### config.mk
export PLATFORM = sky130hd
export DESIGN_NAME = ascii_command_frame_parser
export DESIGN_NICKNAME = d
export VERILOG_FILES = /design/src/rtl/acfp_pkg.sv /design/src/rtl/ascii_command_frame_parser.sv /design/src/rtl/acfp_parser.sv
export VERILOG_INCLUDE_DIRS = /design/src /design/src/rtl
export SDC_FILE = /design/constraint.sdc
export NUM_CORES = 1
export LEC_CHECK = 0
export ABC_AREA = 1
export BUFFER_PORTS_ARGS = -buffer_cell sky130_fd_sc_hd__buf_2
export CORE_MARGIN = 1
export CORE_UTILIZATION = 35
export CTS_CLUSTER_DIAMETER = 120
export DETAILED_ROUTE_END_ITERATION = 8
export SYNTH_ARGS = -nofsm -noshare
export SYNTH_HDL_FRONTEND = slang
export SYNTH_SLANG_ARGS = --single-unit
### constraint.sdc
create_clock -name clk -period 3 [get_ports clk]
set_input_delay 0.15 -clock clk [delete_from_list [all_inputs] [get_ports clk]]
set_output_delay 0.15 -clock clk [all_outputs]
set_load 0.02 [all_outputs]
### src/rtl/ascii_command_frame_parser_assert.svh
// Assertion macros for the ASCII command frame parser
`ifndef ASCII_COMMAND_FRAME_PARSER_ASSERT_SVH
`define ASCII_COMMAND_FRAME_PARSER_ASSERT_SVH

// cond must hold at every clock edge out of reset
`define ACFP_CHECK(label, cond, msg) \
  label: assert property (@(posedge clk) disable iff (rst) (cond)) else $error(msg);

// cons must hold in the same cycle whenever ante holds
`define ACFP_IMPLIES(label, ante, cons, msg) \
  label: assert property (@(posedge clk) disable iff (rst) (ante) |-> (cons)) else $error(msg);

`endif

### src/rtl/acfp_pkg.sv
// Types, codes and constants shared by the command frame parser modules
`timescale 1ns / 1ps

package acfp_pkg;

  localparam int FRAME_BYTES_DEF = 50;

  localparam logic [7:0] CHAR_NUL   = 8'h00;
  localparam logic [7:0] CHAR_X     = 8'h58;
  localparam logic [7:0] CHAR_COMMA = 8'h2c;
  localparam logic [7:0] CHAR_PLUS  = 8'h2b;
  localparam logic [7:0] CHAR_MINUS = 8'h2d;
  localparam logic [7:0] CHAR_ZERO  = 8'h30;
  localparam logic [7:0] CHAR_NINE  = 8'h39;
  localparam logic [7:0] CHAR_SPACE = 8'h20;
  localparam logic [7:0] CHAR_TAB   = 8'h09;
  localparam logic [7:0] CHAR_CR    = 8'h0d;
  localparam logic [7:0] CHAR_A     = 8'h41;
  localparam logic [7:0] CHAR_T     = 8'h54;
  localparam logic [7:0] CHAR_DOLLAR = 8'h24;
  localparam logic [7:0] CHAR_AT    = 8'h40;

  typedef enum logic [3:0] {
    PH_MODE  = 4'd0,
    PH_COMMA = 4'd1,
    PH_LEAD1 = 4'd2,
    PH_BODY1 = 4'd3,
    PH_LEAD2 = 4'd4,
    PH_BODY2 = 4'd5,
    PH_LEAD3 = 4'd6,
    PH_BODY3 = 4'd7,
    PH_DONE  = 4'd8,
    PH_FAIL  = 4'd9
  } phase_t;

  typedef enum logic [1:0] {
    REPLY_ACK  = 2'd0,
    REPLY_NACK = 2'd1,
    REPLY_AT   = 2'd2
  } reply_t;

  typedef enum logic [1:0] {
    ACT_NONE    = 2'd0,
    ACT_SPEED   = 2'd1,
    ACT_STEPPER = 2'd2
  } action_t;

  typedef struct packed {
    logic [7:0] rx_byte;
    logic       obstructed;
  } byte_item_t;

  typedef struct packed {
    logic [1:0]        reply_kind;
    logic [1:0]        action;
    logic signed [7:0] first_value;
    logic signed [7:0] second_value;
    logic              fire;
    logic              obstruct_echo;
  } result_item_t;

endpackage

### src/rtl/ascii_command_frame_parser.sv
// A frame-ending byte's result is registered when the byte is transferred.
// Throughput: one byte per cycle; the per-byte match update is a single pass
// between the frame state registers and the result register.
// A byte is taken while a result waits, unless that result is stalled.
// Reset (rst, synchronous) empties the frame and drops any pending result.
`timescale 1ns / 1ps
`include "ascii_command_frame_parser_assert.svh"

module ascii_command_frame_parser #(
  parameter int FRAME_BYTES = acfp_pkg::FRAME_BYTES_DEF  // 8 .. 256
) (
  input  logic                   clk,
  input  logic                   rst,
  input  logic                   byte_valid,
  output logic                   byte_ready,
  input  acfp_pkg::byte_item_t   byte_item,
  output logic                   result_valid,
  input  logic                   result_ready,
  output acfp_pkg::result_item_t result_item
);
  import acfp_pkg::*;

  logic         step, frame_end;
  result_item_t result_next;

  assign byte_ready = !result_valid || result_ready;
  assign step       = byte_valid && byte_ready;

  acfp_parser #(
    .FRAME_BYTES(FRAME_BYTES)
  ) u_parser (
    .clk      (clk),
    .rst      (rst),
    .step     (step),
    .item     (byte_item),
    .frame_end(frame_end),
    .result   (result_next)
  );

  always_ff @(posedge clk) begin
    if (rst) begin
      result_valid <= 1'b0;
    end else if (step && frame_end) begin
      result_valid <= 1'b1;
    end else if (result_ready) begin
      result_valid <= 1'b0;
    end
  end

  always_ff @(posedge clk) begin
    if (step && frame_end) begin
      result_item <= result_next;
    end
  end

  `ACFP_IMPLIES(a_action_needs_ack, result_valid && result_item.action != ACT_NONE,
                result_item.reply_kind == REPLY_ACK && !result_item.obstruct_echo,
                "action on a frame that was not an unobstructed ACK")
  `ACFP_IMPLIES(a_fire_needs_stepper, result_valid && result_item.fire,
                result_item.action == ACT_STEPPER, "fire without stepper action")
  `ACFP_IMPLIES(a_at_frame_quiet, result_valid && result_item.reply_kind == REPLY_AT,
                result_item.action == ACT_NONE && !result_item.obstruct_echo,
                "AT+ frame carries an action or an echo")
  `ACFP_CHECK(a_idle_values_zero,
              !result_valid || result_item.action != ACT_NONE ||
              (result_item.first_value == 8'sd0 && result_item.second_value == 8'sd0),
              "values nonzero without an action")

endmodule

### src/rtl/acfp_parser.sv
// Per-byte frame matcher: holds the frame state and forms the result at frame end
`timescale 1ns / 1ps

module acfp_parser #(
  parameter int FRAME_BYTES = acfp_pkg::FRAME_BYTES_DEF
) (
  input  logic                  clk,
  input  logic                  rst,
  input  logic                  step,
  input  acfp_pkg::byte_item_t  item,
  output logic                  frame_end,
  output acfp_pkg::result_item_t result
);
  import acfp_pkg::*;

  localparam int CW = $clog2(FRAME_BYTES);
  localparam logic [CW-1:0] LAST_COUNT = CW'(FRAME_BYTES - 1);

  logic [CW-1:0] stored_count, stored_count_next;
  phase_t        parse_phase, parse_phase_next;
  logic [7:0]    mode_char, mode_char_next;
  logic          negative_sign, negative_sign_next;
  logic          digit_seen, digit_seen_next;
  logic [7:0]    first_accum, first_accum_next;
  logic [7:0]    second_accum, second_accum_next;
  logic          third_nonzero, third_nonzero_next;
  logic          string_cut, string_cut_next;
  logic [1:0]    prefix_match, prefix_match_next;

  logic [7:0] c;
  logic [3:0] d;
  logic       is_x, is_ws, is_dig, match_en, prefix_hit;
  logic       do_digit, dig_neg, ok;
  phase_t     dig_phase;
  logic [7:0] prefix_char;

  function automatic logic [7:0] acc_digit(input logic [7:0] acc, input logic [3:0] dv,
                                           input logic neg);
    logic [7:0] m;
    m = (acc << 3) + (acc << 1);
    return neg ? m - {4'b0000, dv} : m + {4'b0000, dv};
  endfunction

  assign c      = item.rx_byte;
  assign d      = 4'(c - CHAR_ZERO);
  assign is_x   = (c == CHAR_X);
  assign is_ws  = (c == CHAR_SPACE) || (c inside {[CHAR_TAB:CHAR_CR]});
  assign is_dig = c inside {[CHAR_ZERO:CHAR_NINE]};
  // count never sits at the last slot between bytes, so every non-X byte up to the first NUL is stored
  assign match_en = !is_x && !string_cut;

  always_comb begin
    case (prefix_match)
      2'd0:    prefix_char = CHAR_A;
      2'd1:    prefix_char = CHAR_T;
      default: prefix_char = CHAR_PLUS;
    endcase
  end

  assign prefix_hit = (prefix_match != 2'd3) &&
                      (stored_count == CW'(prefix_match)) && (c == prefix_char);

  always_comb begin
    parse_phase_next   = parse_phase;
    mode_char_next     = mode_char;
    negative_sign_next = negative_sign;
    digit_seen_next    = digit_seen;
    first_accum_next   = first_accum;
    second_accum_next  = second_accum;
    third_nonzero_next = third_nonzero;
    string_cut_next    = string_cut;
    prefix_match_next  = prefix_match;
    do_digit           = 1'b0;
    dig_neg            = 1'b0;
    dig_phase          = parse_phase;
    stored_count_next  = is_x ? stored_count : stored_count + CW'(1);

    if (match_en) begin
      if (prefix_hit) begin
        prefix_match_next = prefix_match + 2'd1;
      end
      if (c == CHAR_NUL) begin
        string_cut_next = 1'b1;
      end
      case (parse_phase)
        PH_MODE: begin
          if (c == CHAR_NUL) begin
            parse_phase_next = PH_FAIL;
          end else begin
            mode_char_next   = c;
            parse_phase_next = PH_COMMA;
          end
        end
        PH_COMMA: begin
          parse_phase_next = (c == CHAR_COMMA) ? PH_LEAD1 : PH_FAIL;
        end
        PH_LEAD1, PH_LEAD2, PH_LEAD3: begin
          if (!is_ws) begin
            negative_sign_next = 1'b0;
            digit_seen_next    = 1'b0;
            if (c == CHAR_PLUS || c == CHAR_MINUS) begin
              negative_sign_next = (c == CHAR_MINUS);
              parse_phase_next   = phase_t'(parse_phase + 4'd1);
            end else if (is_dig) begin
              parse_phase_next = phase_t'(parse_phase + 4'd1);
              digit_seen_next  = 1'b1;
              do_digit         = 1'b1;
              dig_phase        = phase_t'(parse_phase + 4'd1);
            end else begin
              parse_phase_next = PH_FAIL;
            end
          end
        end
        PH_BODY1, PH_BODY2, PH_BODY3: begin
          if (is_dig) begin
            digit_seen_next = 1'b1;
            do_digit        = 1'b1;
            dig_neg         = negative_sign;
          end else if (!digit_seen) begin
            parse_phase_next = PH_FAIL;
          end else if (parse_phase == PH_BODY3) begin
            parse_phase_next = PH_DONE;
          end else begin
            parse_phase_next = (c == CHAR_COMMA) ? phase_t'(parse_phase + 4'd1) : PH_FAIL;
          end
        end
        default: begin
        end
      endcase

      if (do_digit) begin
        case (dig_phase)
          PH_BODY1: first_accum_next  = acc_digit(first_accum, d, dig_neg);
          PH_BODY2: second_accum_next = acc_digit(second_accum, d, dig_neg);
          default:  third_nonzero_next = third_nonzero || (d != 4'd0);
        endcase
      end
    end
  end

  assign frame_end = is_x || (stored_count_next == LAST_COUNT);

  // text ends at frame end as if a NUL followed
  assign ok = (parse_phase_next == PH_DONE) || (parse_phase_next == PH_BODY3 && digit_seen_next);

  always_comb begin
    result               = '0;
    result.obstruct_echo = item.obstructed;
    if (ok) begin
      result.reply_kind = REPLY_ACK;
      if (!item.obstructed && mode_char_next == CHAR_DOLLAR) begin
        result.action       = ACT_SPEED;
        result.first_value  = first_accum_next;
        result.second_value = second_accum_next;
      end else if (!item.obstructed && mode_char_next == CHAR_AT) begin
        result.action       = ACT_STEPPER;
        result.first_value  = first_accum_next;
        result.second_value = second_accum_next;
        result.fire         = third_nonzero_next;
      end
    end else if (prefix_match_next == 2'd3) begin
      result.reply_kind    = REPLY_AT;
      result.obstruct_echo = 1'b0;
    end else begin
      result.reply_kind = REPLY_NACK;
    end
  end

  always_ff @(posedge clk) begin
    if (rst || (step && frame_end)) begin
      stored_count  <= '0;
      parse_phase   <= PH_MODE;
      mode_char     <= '0;
      negative_sign <= 1'b0;
      digit_seen    <= 1'b0;
      first_accum   <= '0;
      second_accum  <= '0;
      third_nonzero <= 1'b0;
      string_cut    <= 1'b0;
      prefix_match  <= '0;
    end else if (step) begin
      stored_count  <= stored_count_next;
      parse_phase   <= parse_phase_next;
      mode_char     <= mode_char_next;
      negative_sign <= negative_sign_next;
      digit_seen    <= digit_seen_next;
      first_accum   <= first_accum_next;
      second_accum  <= second_accum_next;
      third_nonzero <= third_nonzero_next;
      string_cut    <= string_cut_next;
      prefix_match  <= prefix_match_next;
    end
  end

endmodule
Word-level counts from Yosys, hierarchy flattened
Cells that the tools add are included.
{"block": "op_classes", "reduce_logical": 33, "eq_ne": 24, "addsub": 10, "n_lt_le_gt_ge": 4, "bitwise_logic": 3, "n_mux": 54}
{"op": "$mux 8", "n": 11}
{"op": "$mux 4", "n": 15}
{"op": "$eq 8x6->1 const B", "n": 5}
{"op": "$eq 4x3->1 const B", "n": 6}
{"op": "$mux 19", "n": 1}
{"op": "$mux 1", "n": 18}
{"op": "$mux 17", "n": 1}
{"op": "$add 8x4->8", "n": 2}
{"op": "$add 8x8->8", "n": 2}
{"op": "$eq 8x7->1 const B", "n": 2}
{"op": "$pmux 4 s4", "n": 1}
{"op": "$sub 8x4->8", "n": 2}
{"op": "$pmux 7 s2", "n": 1}
{"op": "$eq 4x2->1 const B", "n": 3}
{"op": "$logic_and 1x1->1", "n": 10}
{"op": "$reduce_or 3->1", "n": 3}
{"op": "$eq 8x7->1", "n": 1}
{"op": "$ge 8x4->1 const B", "n": 1}
{"op": "$ge 8x6->1 const B", "n": 1}
{"op": "$le 8x4->1 const B", "n": 1}
{"op": "$le 8x6->1 const B", "n": 1}
{"op": "$logic_not 8->1", "n": 1}
{"op": "$logic_or 1x1->1", "n": 7}
{"op": "$add 6x1->6 const B", "n": 1}
{"op": "other kinds (22)", "n": 31}
{"block": "word_totals", "output_inout_bits": 24, "word_cells": 146, "reg_bits": 63}

Logic depth before layout (Yosys ltp)
Gate-level depths: netlist of run 1.
{"block": "depth", "word_depth": 14, "mapped_depth": 18, "ltp_nobuf": 17}

Hierarchy
A second synthesis of run 1 with hierarchy kept.
{"block": "unflattened", "cells_unflattened": 750, "hier_area_um2": 5061.1}
{"module": "acfp_parser", "cells_per_inst": 716, "area_each_um2": 4325.4, "n_inst": 1, "seq_area_each_um2": 800.8}
{"module": "ascii_command_frame_parser", "cells_per_inst": 34, "area_each_um2": 735.7, "n_inst": 1, "seq_area_each_um2": 680.7}

Worst setup path after synthesis of run 1
Ideal clock, no wire load.
{"block": "synth_timing", "path_type": "register -> register", "from": "register u_parser.parse_phase[0]", "to": "register result_item[10] in the netlist's numbering (data pin)", "setup_time_ps": 252, "stages_incl_launch_ff": 18, "t_arrival_ps": 2125, "slack_ps": 623, "path_buffers": 1, "path_cell_list": "dfxtp_1 -> inv_1 -> ha_1 -> nand2_1 -> nand2_1 -> nand2_1 -> nand3_1 -> nand2_1 -> nor2_1 -> nand3_1 -> nand2_1 -> nand2_1 -> nor2_1 -> nand2_1 -> nand2_1 -> o21ai_2 -> buf_4 -> nor2_1"}
{"block": "synth_via", "elab_chain_len": 12, "elab_cells_between_ends": 48, "classes_between": "add/sub: 1; eq/ne: 12; mux: 28; reduce/logical: 7"}
{"element": "start, declared", "line_no": "acfp_parser.sv:20", "text": "phase_t parse_phase, parse_phase_next;"}
{"element": "start signal, assigned", "line_no": "acfp_parser.sv:183", "text": "parse_phase <= parse_phase_next;"}
{"element": "$add 4x1->4"}
{"element": "$mux 4", "line_no": "acfp_parser.sv:104", "text": "end else if (is_dig) begin"}
{"element": "$mux 4", "line_no": "acfp_parser.sv:101", "text": "if (c == CHAR_PLUS || c == CHAR_MINUS) begin"}
{"element": "$mux 4", "line_no": "acfp_parser.sv:98", "text": "if (!is_ws) begin"}
{"element": "$mux 4", "line_no": "acfp_parser.sv:85", "text": "case (parse_phase)"}
{"element": "$mux 4", "line_no": "acfp_parser.sv:78", "text": "if (match_en) begin"}
{"element": "$eq 4x2->1", "line_no": "acfp_parser.sv:132", "text": "case (dig_phase)"}
{"element": "$mux 8", "line_no": "acfp_parser.sv:132"}
{"element": "$mux 8", "line_no": "acfp_parser.sv:131", "text": "if (do_digit) begin"}
{"element": "$mux 8", "line_no": "acfp_parser.sv:78"}
{"element": "$mux 19", "line_no": "acfp_parser.sv:155", "text": "end else if (!item.obstructed && mode_char_next == CHAR_AT) begin"}
{"element": "$mux 17", "line_no": "acfp_parser.sv:151", "text": "if (!item.obstructed && mode_char_next == CHAR_DOLLAR) begin"}
{"element": "end signal, assigned", "line_no": "ascii_command_frame_parser.sv:52", "text": "result_item <= result_next;"}
{"element": "end, declared", "line_no": "ascii_command_frame_parser.sv:19", "text": "output acfp_pkg::result_item_t result_item"}
Parallel ways exist; a longest one is shown, timed or not. The select of a mux whose other input is x is not followed.
A chain may end at the register's enable or synchronous reset.

Worst setup path in the final report of run 1
{"block": "layout_timing", "from": "register u_parser.parse_phase[1]", "to": "register result_item[3] in the netlist's numbering (data pin)"}
{"block": "layout_via", "elab_chain_len": 12, "elab_cells_between_ends": 48, "classes_between": "add/sub: 1; eq/ne: 12; mux: 28; reduce/logical: 7"}
{"element": "$add 4x1->4"}
{"element": "$mux 4", "line_no": "acfp_parser.sv:104"}
{"element": "$mux 4", "line_no": "acfp_parser.sv:101"}
{"element": "$mux 4", "line_no": "acfp_parser.sv:98"}
{"element": "$mux 4", "line_no": "acfp_parser.sv:85"}
{"element": "$mux 4", "line_no": "acfp_parser.sv:78"}
{"element": "$eq 4x3->1", "line_no": "acfp_parser.sv:132"}
{"element": "$mux 8", "line_no": "acfp_parser.sv:132"}
{"element": "$mux 8", "line_no": "acfp_parser.sv:131"}
{"element": "$mux 8", "line_no": "acfp_parser.sv:78"}
{"element": "$mux 19", "line_no": "acfp_parser.sv:155"}
{"element": "$mux 17", "line_no": "acfp_parser.sv:151"}
Parallel ways exist; a longest one is shown, timed or not. The select of a mux whose other input is x is not followed.

==> flow_summary.toml, run 1 <==
[cells_and_area]
drive_above_1_share = 0.108
numnets_final = 851
most_common_library_cell_in_the_layout_ignoring_fill_and_taps = "nand2_1"
area_growth_syn_to_layout_pct = 13.7
n_antenna_cell = 0
fin_area_sq_um = 5680
commonest_cells_after_routing_fill_and_taps_aside = "nand2_1, nor2_1, inv_1, nand3_1, dfxtp_1"
utilization = 0.408

[sta]
finalClockSkew_ns = 0.00776
final_report_setup_violation_count = 0
worst-slew-pin-transition_ns = 0.568
layout_min_cycle_time_ns = 2.66
drv_slew = 0
grt_setup_unrepaired = "no"
hold_viol_final = 0
fmax_ghz = 0.376
fin_crit_sh = 0.886
maxSlewHeadroom = 0.621
setup_tns_ns = 0

[yosys]
yosys.cell_types.count = 39
post_synth_instance_area_sq_um = 5000
synth_sequential_area_ratio = 0.296
ys.warnings.count = 0
syn_avg_cell_area_sq_um = 6.53
synthesis.nets = 814
ys_ff_latch = 63
netlist_instances = 766
synth.largest_area_cell = "dfxtp_1"
largest_cells_by_area_after_synthesis = "dfxtp_1, nand2_1, edfxtp_1, nor2_1, inv_1"
netlist.area_leader.share = 0.164

[placement]
i_o_buffers = 36
placed_area_sq_um = 5390
post_detail_place_hpwl_um = 9500
gp_congestion = 0.916

[clock_tree]
cts-buffers-inserted = 9
cts.reportedPaths.clkPinSlew_ns = 0.05
cts.path.max_buffers = 2
cts_tree = "done"
clock_sink_count = 63
cts_max_level = 3
holdBufCountCts = 0
clock_insertion_delay_worst_skew_ns = 0.33
root_buffer = "clkbuf_16"

[run]
drv.max_cap_violation_count = 0

[detailed_routing]
wire_per_inst_um = 12.7
drc_errors = 0
dr.pass1.iters = 5
num_vias = 4667
detail_route.iter0.violations = 355
post_drt_via_cell_ratio = 4.72
antenna_nets_post_route = 0
drt_wl_total_um = 12500

[global_routing]
grt_antenna_before_repair = 0
grt_pass1_vias = 4286
groute.usage.overall = 0.180
grt_start_max_net_pins = 59
grt_overflow = 0
grt_first_pass_wirelength_um = 20900

[floorplanning]
placeableCoreArea_sq_um = 13900
std_cell_rows = 43
die_x_um = 122
die_area_sq_um = 14800
num_io_pins = 37
start_util = 0.359
die_height_um = 122

[critical_path]
cp_data_required_time_ns = 3.08
critical_path_arrival_ns = 2.74
worst_setup_path_category = "flip-flop to flip-flop"
reg2regPathDepth = 13
critical_path_peak_fanout = 19
crit_path_start_kind = "flip-flop"
critical_path.endpoint_type = "flip-flop"

[min_path]
hold-path-cell-count = 3
hp-class = "primary input to flip-flop"

[power_and_ir_drop]
leakage_uw = 0.00292
pwr_density_cell_nw_per_um2 = 433
vdd_ir_drop_max_mv = 0.246

[run_status]
outcome = "finished, final reports clean"
-- cell usage after synthesis --
| cell | n |
|---|---|
| o21ai_1 | 3 |
| o21ai_2 | 1 |
| mux2i_1 | 3 |
| nor2_2 | 6 |
| nand4_1 | 9 |
| a22oi_1 | 1 |
| nor2_1 | 125 |
| o2111ai_1 | 2 |
| nor2_4 | 4 |
| nand3_2 | 1 |
| clkbuf_1 | 10 |
| a21o_1 | 1 |
| inv_1 | 97 |
| or2_1 | 1 |
| nor3_1 | 4 |
| o21ai_0 | 29 |
| nor2_8 | 1 |
| dfxtp_1 | 41 |
| o21a_1 | 2 |
| fa_1 | 6 |
| edfxtp_1 | 22 |
| nor4_1 | 3 |
| nand2_2 | 5 |
| a21oi_1 | 28 |
| nand3_1 | 72 |
| a21boi_0 | 1 |
| nand2_4 | 2 |
| xnor2_1 | 4 |
| buf_2 | 8 |
| buf_1 | 1 |
| inv_2 | 3 |
| nand3b_1 | 6 |
| buf_4 | 1 |
| and2_1 | 7 |
| clkinv_1 | 1 |
| ha_1 | 29 |
| nand2_1 | 205 |
| o21bai_1 | 1 |
| xor2_1 | 20 |
-- power by group --
| group | leakage [uW] | internal (uW) | total [uW] | switching (uW) |
|---|---|---|---|---|
| Clock | 0.000142 | 624 | 999 | 375 |
| Combinational | 0.00219 | 187 | 512 | 325 |
| Sequential | 0.000586 | 913 | 951 | 37.6 |
-- flip-flops by register name, summed over array words and instances, names as in the netlist --
signal / cells
u_parser.parse_phase: 4
u_parser.first_accum: 8
u_parser.digit_seen: 1
result_item: 22
u_parser.prefix_match: 2
u_parser.third_nonzero: 1
u_parser.negative_sign: 1
u_parser.second_accum: 8
u_parser.string_cut: 1
u_parser.stored_count: 6
u_parser.mode_char: 8
result_valid: 1
-- area by class of cell --
| cell class | instances | area [sq um] |
|---|---|---|
| Clock buffer | 13 | 270 |
| Timing Repair Buffer | 46 | 255 |
| Fill cell | 1514 | 8250 |
| Multi-Input combinational cell | 582 | 3050 |
| Clock inverter | 3 | 17.5 |
| Sequential cell | 63 | 1480 |
| Inverter | 101 | 379 |
| Tap cell | 180 | 225 |
-- final timing paths --
| kind | startpoint | endpoint | slack, ns |
|---|---|---|---|
| max reg2reg | u_parser.parse_phase[1] | result_item[3] | 0.34 |
| min | byte_item[0] | result_item[0] | 0.16 |
| min reg2reg | u_parser.mode_char[1] | u_parser.mode_char[1] | 0.46 |
| max | u_parser.parse_phase[1] | result_item[3] | 0.34 |
-- kinds of logic after synthesis --
group | Yosys count | synth area share
buf+inv | 121 | 0.0936
simple gates | 451 | 0.391
compound gates | 69 | 0.0743
mux | 3 | 0.00601
fa+ha+maj | 35 | 0.0966
xor+xnor | 24 | 0.0420
flops | 63 | 0.296
-- stage by stage --
step / hold WS [ns] / instances / setup slack, ns / total power (uW)
after global routing: 0.168 / 988 / 0.0589 / 2600
after floorplan: 0.328 / 766 / 0.623 / 1350
after CTS: 0.150 / 988 / 0.200 / 2480
after detailed placement: 0.455 / 972 / 0.215 / 1480
after global placement: 0.450 / 972 / 0.217 / 1480
final: 0.159 / 988 / 0.341 / 2460
-- critical path, cell delays in order (launching register included) --
cell	delay, ns
dfxtp_1	0.37
inv_1	0.16
ha_1	0.21
nand2_1	0.07
nand2_1	0.08
nand2_1	0.11
inv_1	0.17
nand3_1	0.18
a21oi_1	0.32
buf_4	0.30
nand2_2	0.17
nand2_1	0.11
and2_1	0.12
nor2_1	0.04
-- repair_timing --
action,CTS,global route
endpoints found under the setup margin,0,19
resized for setup,0,3
buffers inserted,0,0
-- per-layer routing --
metal	up-vias	GRT usage	part of all wire	wire length (um)
li1	2499	-	-	-
met1	2075	0.230	0.48	5990
met2	80	0.311	0.48	5950
met3	13	0.0334	0.035	441
met4	0	0.0448	0.012	148
met5	-	0	0	0
Power figures use the tool's default switching activity.
==> run 2: changes to the inputs <==
CELL_PAD_IN_SITES_DETAIL_PLACEMENT = 1   (was unset)
CELL_PAD_IN_SITES_GLOBAL_PLACEMENT = 2   (was unset)
CORE_UTILIZATION = 34   (was 35)
PLACE_DENSITY_LB_ADDON = 0.1   (was unset)
==> run 2 against run 1 <==
  * Die area up 2.9%
  * Critical path depth rose by 3
  * Combinational power up 5.3%
==> flow_summary.toml, run 2 (synthesis results as in run 1) <==
[sta]
finalClockSkew_ns = 0.00633
layout_min_cycle_time_ns = 2.63
hold_viol_final = 0
maxSlewHeadroom = 0.584
drv_slew = 0
worst-slew-pin-transition_ns = 0.623
fmax_ghz = 0.381
setup_tns_ns = 0
fin_crit_sh = 0.876
final_report_setup_violation_count = 0
grt_setup_unrepaired = "no"

[placement]
i_o_buffers = 36
gp_congestion = 0.849
post_detail_place_hpwl_um = 11700
placed_area_sq_um = 5390

[power_and_ir_drop]
pwr_density_cell_nw_per_um2 = 433
leakage_uw = 0.00291
netSwitchingPower_uw = 781
p_clk_frac = 0.395
seq_power_share = 0.385
internal_power_uw = 1680
power.switching_fraction = 0.318
combinationalPowerShare = 0.219
vdd_ir_drop_max_mv = 0.240

[clock_tree]
clock_sink_count = 63
cts.reportedPaths.clkPinSlew_ns = 0.05
cts.path.max_buffers = 2
cts_max_level = 3
cts-buffers-inserted = 9
clock_insertion_delay_worst_skew_ns = 0.33
cts_tree = "done"
root_buffer = "clkbuf_16"

[floorplanning]
std_cell_rows = 43
num_io_pins = 37
die_x_um = 123
placeableCoreArea_sq_um = 14100
start_util = 0.355
die_area_sq_um = 15200
die_height_um = 123

[global_routing]
groute.layer.met2.usage = 0.405
global_route.usage.met3 = 0.0327
grt_pass1_vias = 5136
groute.usage.overall = 0.218
grt_first_pass_wirelength_um = 25500
grt_overflow = 0
grt_start_max_net_pins = 59
grt_most_used_layer = "met2"
gr-usage-met1 = 0.262
grt_antenna_before_repair = 0

[cells_and_area]
commonest_cells_after_routing_fill_and_taps_aside = "nand2_1, nor2_1, inv_1, nand3_1, dfxtp_1"
fin_area_sq_um = 5680
numnets_final = 851
most_common_library_cell_in_the_layout_ignoring_fill_and_taps = "nand2_1"
drive_above_1_share = 0.104
largest_reg_flops = 22
regMostFlops = "result_item"
utilization = 0.403
num-fill-cells = 1858
n_antenna_cell = 0
area_growth_syn_to_layout_pct = 13.5

[critical_path]
critical_path_peak_fanout = 7
cp_data_required_time_ns = 3.19
critical_path.endpoint_type = "flip-flop"
worst_setup_path_category = "flip-flop to flip-flop"
crit_path_start_kind = "flip-flop"
critical_path_arrival_ns = 2.82
reg2regPathDepth = 16

[detailed_routing]
detail_route.iter0.violations = 164
dr.pass1.iters = 4
wire_per_inst_um = 15.8
antenna_nets_post_route = 0
num_vias = 4921
drc_errors = 0
post_drt_via_cell_ratio = 4.98
drt_wl_total_um = 15600

[min_path]
hold-path-cell-count = 4
hp-class = "primary input to flip-flop"

[run]
drv.max_cap_violation_count = 0

[run_status]
outcome = "finished, final reports clean"
run 2: stage by stage:
| stage | setup WS (ns) | power [uW] | hold slack (ns) | std cells |
|---|---|---|---|---|
| 2_1_floorplan | 0.623 | 1350 | 0.328 | 766 |
| 3_3_place_gp | 0.218 | 1480 | 0.448 | 972 |
| 3_5_place_dp | 0.130 | 1500 | 0.454 | 972 |
| 4_1_cts | 0.139 | 2480 | 0.108 | 988 |
| 5_1_grt | 0.00107 | 2590 | 0.131 | 988 |
| 6_report | 0.372 | 2460 | 0.109 | 988 |
run 2: critical path: stages (launching register included):
cell	delay [ns]
dfxtp_1	0.44
inv_1	0.13
ha_1	0.22
nand2_1	0.07
nand2_1	0.05
nand2_1	0.13
inv_1	0.14
nand3_1	0.18
nand3_1	0.10
nor2_1	0.12
nor2_1	0.04
a21oi_1	0.21
nand3_1	0.13
nand2_1	0.15
buf_4	0.16
nand2_1	0.08
nor2_1	0.13
run 2: layer usage:
| layer | up-vias | routed length (um) | share of wire |
|---|---|---|---|
| met5 | - | 0 | 0 |
| met4 | 0 | 191 | 0.012 |
| met3 | 14 | 338 | 0.022 |
| met2 | 52 | 8000 | 0.51 |
| met1 | 2356 | 7050 | 0.45 |
| li1 | 2499 | - | - |
run 2: final timing paths:
check | slack (ns) | to | from
worst max-delay path | 0.37 | result_item[1] | u_parser.parse_phase[1]
worst min-delay path | 0.11 | result_valid | rst
worst max register to register | 0.37 | result_item[1] | u_parser.parse_phase[1]
worst min register to register | 0.46 | u_parser.mode_char[7] | u_parser.mode_char[7]
run 2: repair_timing:
item / in CTS / in global routing
buffers inserted: 0 / 0
endpoints found under the setup margin: 0 / 16
resized for setup: 0 / 4
hold buffers: 0 / 0
run 2: power groups by stage:
stage / logic (uW) / clock network, uW / registers, uW
floorplan: 395 / 0 / 956
global placement: 519 / 0 / 964
detailed placement: 539 / 0 / 966
CTS: 543 / 994 / 948
global route: 617 / 1020 / 952
finish: 539 / 972 / 947
run 2: cell type report:
| class | instances | area [sq um] | area share |
|---|---|---|---|
| Multi-Input combinational cell | 582 | 3060 | 0.540 |
| Sequential cell | 63 | 1480 | 0.261 |
| Inverter | 101 | 379 | 0.0668 |
| Timing Repair Buffer | 46 | 259 | 0.0456 |
| Clock buffer | 12 | 246 | 0.0434 |
| Tap cell | 180 | 225 | 0.0397 |
| Clock inverter | 4 | 21.3 | 0.00375 |
==> run 3: changes to the inputs <==
PLACE_DENSITY = 0.81   (was unset)
PLACE_DENSITY_LB_ADDON = unset   (was 0.1)
==> run 3 against run 2 <==
  * Setup slack got worse by 0.061 ns
  * Sequential power barely moved
  * Non-clock buffer count fell by 1
  * Register-to-register slack got worse by 0.06 ns
  * Die area did not move
  * Flip-flop and latch count did not move
  * Global-route usage fell by 0.38 points
  * Highest routed layer unchanged
==> flow_summary.toml, run 3 (synthesis results as in run 1) <==
[run]
drv.max_cap_violation_count = 0

[floorplanning]
die_area_sq_um = 15200
num_io_pins = 37
die_x_um = 123
start_util = 0.355
die_height_um = 123
placeableCoreArea_sq_um = 14100
std_cell_rows = 43

[placement]
gp_congestion = 0.868
i_o_buffers = 36
post_detail_place_hpwl_um = 11700

[global_routing]
grt_pass1_vias = 5137
groute.usage.overall = 0.214
grt_antenna_before_repair = 0
grt_start_max_net_pins = 59
grt_first_pass_wirelength_um = 24900
grt_overflow = 0

[power_and_ir_drop]
p_clk_frac = 0.392
pwr_density_cell_nw_per_um2 = 432
seq_power_share = 0.388
power.switching_fraction = 0.314
leakage_uw = 0.00291
vdd_ir_drop_max_mv = 0.279
netSwitchingPower_uw = 768
combinationalPowerShare = 0.220
internal_power_uw = 1680

[min_path]
worst_hold_startpoint = "rst"
hp-class = "primary input to flip-flop"
hold-path-cell-count = 4
min_delay_worst_endpoint = "result_valid"

[critical_path]
worst_setup_path_category = "flip-flop to flip-flop"
worst_path_largest_cell_delay_ns = 0.37
timing.critical_path.max_delay_family = "simple AND/OR/NAND/NOR gates"
critical_path_arrival_ns = 2.76
critical_path.endpoint_type = "flip-flop"
r2r-start = "u_parser.parse_phase[1]"
cp_num_buf_inv = 3
critical_path_peak_fanout = 19
cp_data_required_time_ns = 3.07
critical_path_cell_by_cell = "inv_1 > ha_1 > nand2_1 > nand2_1 > nand2_1 > inv_1 > nand3_1 > a21oi_1 > buf_4 > nand2_2 > nand2_1 > and2_1 > nor2_1"
r2r_slack_ns = 0.31
r2r_end = "result_item[2]"
cp_slowest_cell = "dfxtp_1"
critical_path.most_common_cell = "nand2_1"
crit_path_start_kind = "flip-flop"
reg2regPathDepth = 13

[clock_tree]
root_buffer = "clkbuf_16"
cts_tree = "done"
cts-buffers-inserted = 9
cts_max_level = 3
cts.reportedPaths.clkPinSlew_ns = 0.05
cts.path.max_buffers = 2
clock_sink_count = 63
post_cts.repair.setup_buffers = 0
clock_insertion_delay_worst_skew_ns = 0.34

[sta]
finalClockSkew_ns = 0.00826
fin_crit_sh = 0.896
layout_min_cycle_time_ns = 2.69
grt_setup_unrepaired = "no"
fmax_ghz = 0.372
setup_tns_ns = 0
drv_slew = 0
final_report_setup_violation_count = 0
maxSlewHeadroom = 0.590
hold_viol_final = 0
worst-slew-pin-transition_ns = 0.615

[detailed_routing]
drt_wl_total_um = 15100
dr.pass1.iters = 6
detail_route.iter0.violations = 214
drc_errors = 0
post_drt_via_cell_ratio = 4.94
wire_per_inst_um = 15.3
num_vias = 4879
antenna_nets_post_route = 0

[cells_and_area]
regMostFlops = "result_item"
multi_input_comb_area_sq_um = 3060
most_common_library_cell_in_the_layout_ignoring_fill_and_taps = "nand2_1"
area_growth_syn_to_layout_pct = 13.2
num-fill-cells = 1861
layout.area.seq_sq_um = 1480
numnets_final = 850
n_antenna_cell = 0
utilization = 0.402
drive_above_1_share = 0.102
largest_reg_flops = 22
commonest_cells_after_routing_fill_and_taps_aside = "nand2_1, nor2_1, inv_1, nand3_1, dfxtp_1"

[run_status]
outcome = "finished, final reports clean"
[run 3: cell types whose count changed in the layout (fill, tap and decap cells not counted), sizes merged]
cell  change
buf       -1
[run 3: metrics by stage]
stage	std cells	area, sq um	setup WS (ns)	total power (uW)	hold slack (ns)
floorplan	766	5000	0.623	1350	0.328
global placement	971	5380	0.208	1490	0.450
detailed placement	971	5380	0.0995	1510	0.459
CTS	987	5650	0.124	2490	0.0916
global route	987	5660	0.0260	2600	0.111
finish	987	5660	0.312	2450	0.0999
[run 3: worst reg2reg max path, delay by kind of cell, from the launching register on]
kind,cells,cell delay [ns]
DFF,1,0.37
adders and majority gates,1,0.21
buffers and inverters,3,0.66
and+or+nand+nor,8,0.93
AOI/OAI and AO/OA,1,0.27
[run 3: cell type report]
cell class / count / area share
Multi-Input combinational cell: 582 / 0.540
Sequential cell: 63 / 0.262
Inverter: 101 / 0.0670
Timing Repair Buffer: 45 / 0.0438
Clock buffer: 12 / 0.0435
Tap cell: 180 / 0.0398
Clock inverter: 4 / 0.00398
[run 3: worst max-delay path by stage]
stage	startpoint	endpoint	slack [ns]	cells past startpoint
2_1_floorplan	u_parser.parse_phase[0]	result_item[10]	0.62	17
3_3_place_gp	byte_item[2]	result_item[2]	0.21	14
3_5_place_dp	byte_item[2]	result_item[10]	0.1	14
4_1_cts	u_parser.parse_phase[1]	result_item[2]	0.12	11
5_1_grt	u_parser.parse_phase[1]	result_item[2]	0.03	13
6_report	u_parser.parse_phase[1]	result_item[2]	0.31	13
[run 3: power by group through the flow]
stage,Combinational [uW],Sequential [uW],Clock [uW]
2_1_floorplan,395,956,0
3_3_place_gp,522,965,0
3_5_place_dp,541,967,0
4_1_cts,545,949,994
5_1_grt,621,953,1030
6_report,539,949,959
[run 3: what timing repair did]
action                                  in CTS  in global routing
hold buffers                                 0                  0
endpoints found under the setup margin       0                 16
gates resized for setup                      0                  1
[run 3: metal layers]
metal,global-route usage,up-vias,share of wire,wire (um)
met5,0,-,0,0
met2,0.391,55,0.51,7700
met1,0.248,2312,0.45,6860
met4,0.0663,0,0.016,238
li1,-,2494,-,-
met3,0.0452,18,0.022,337
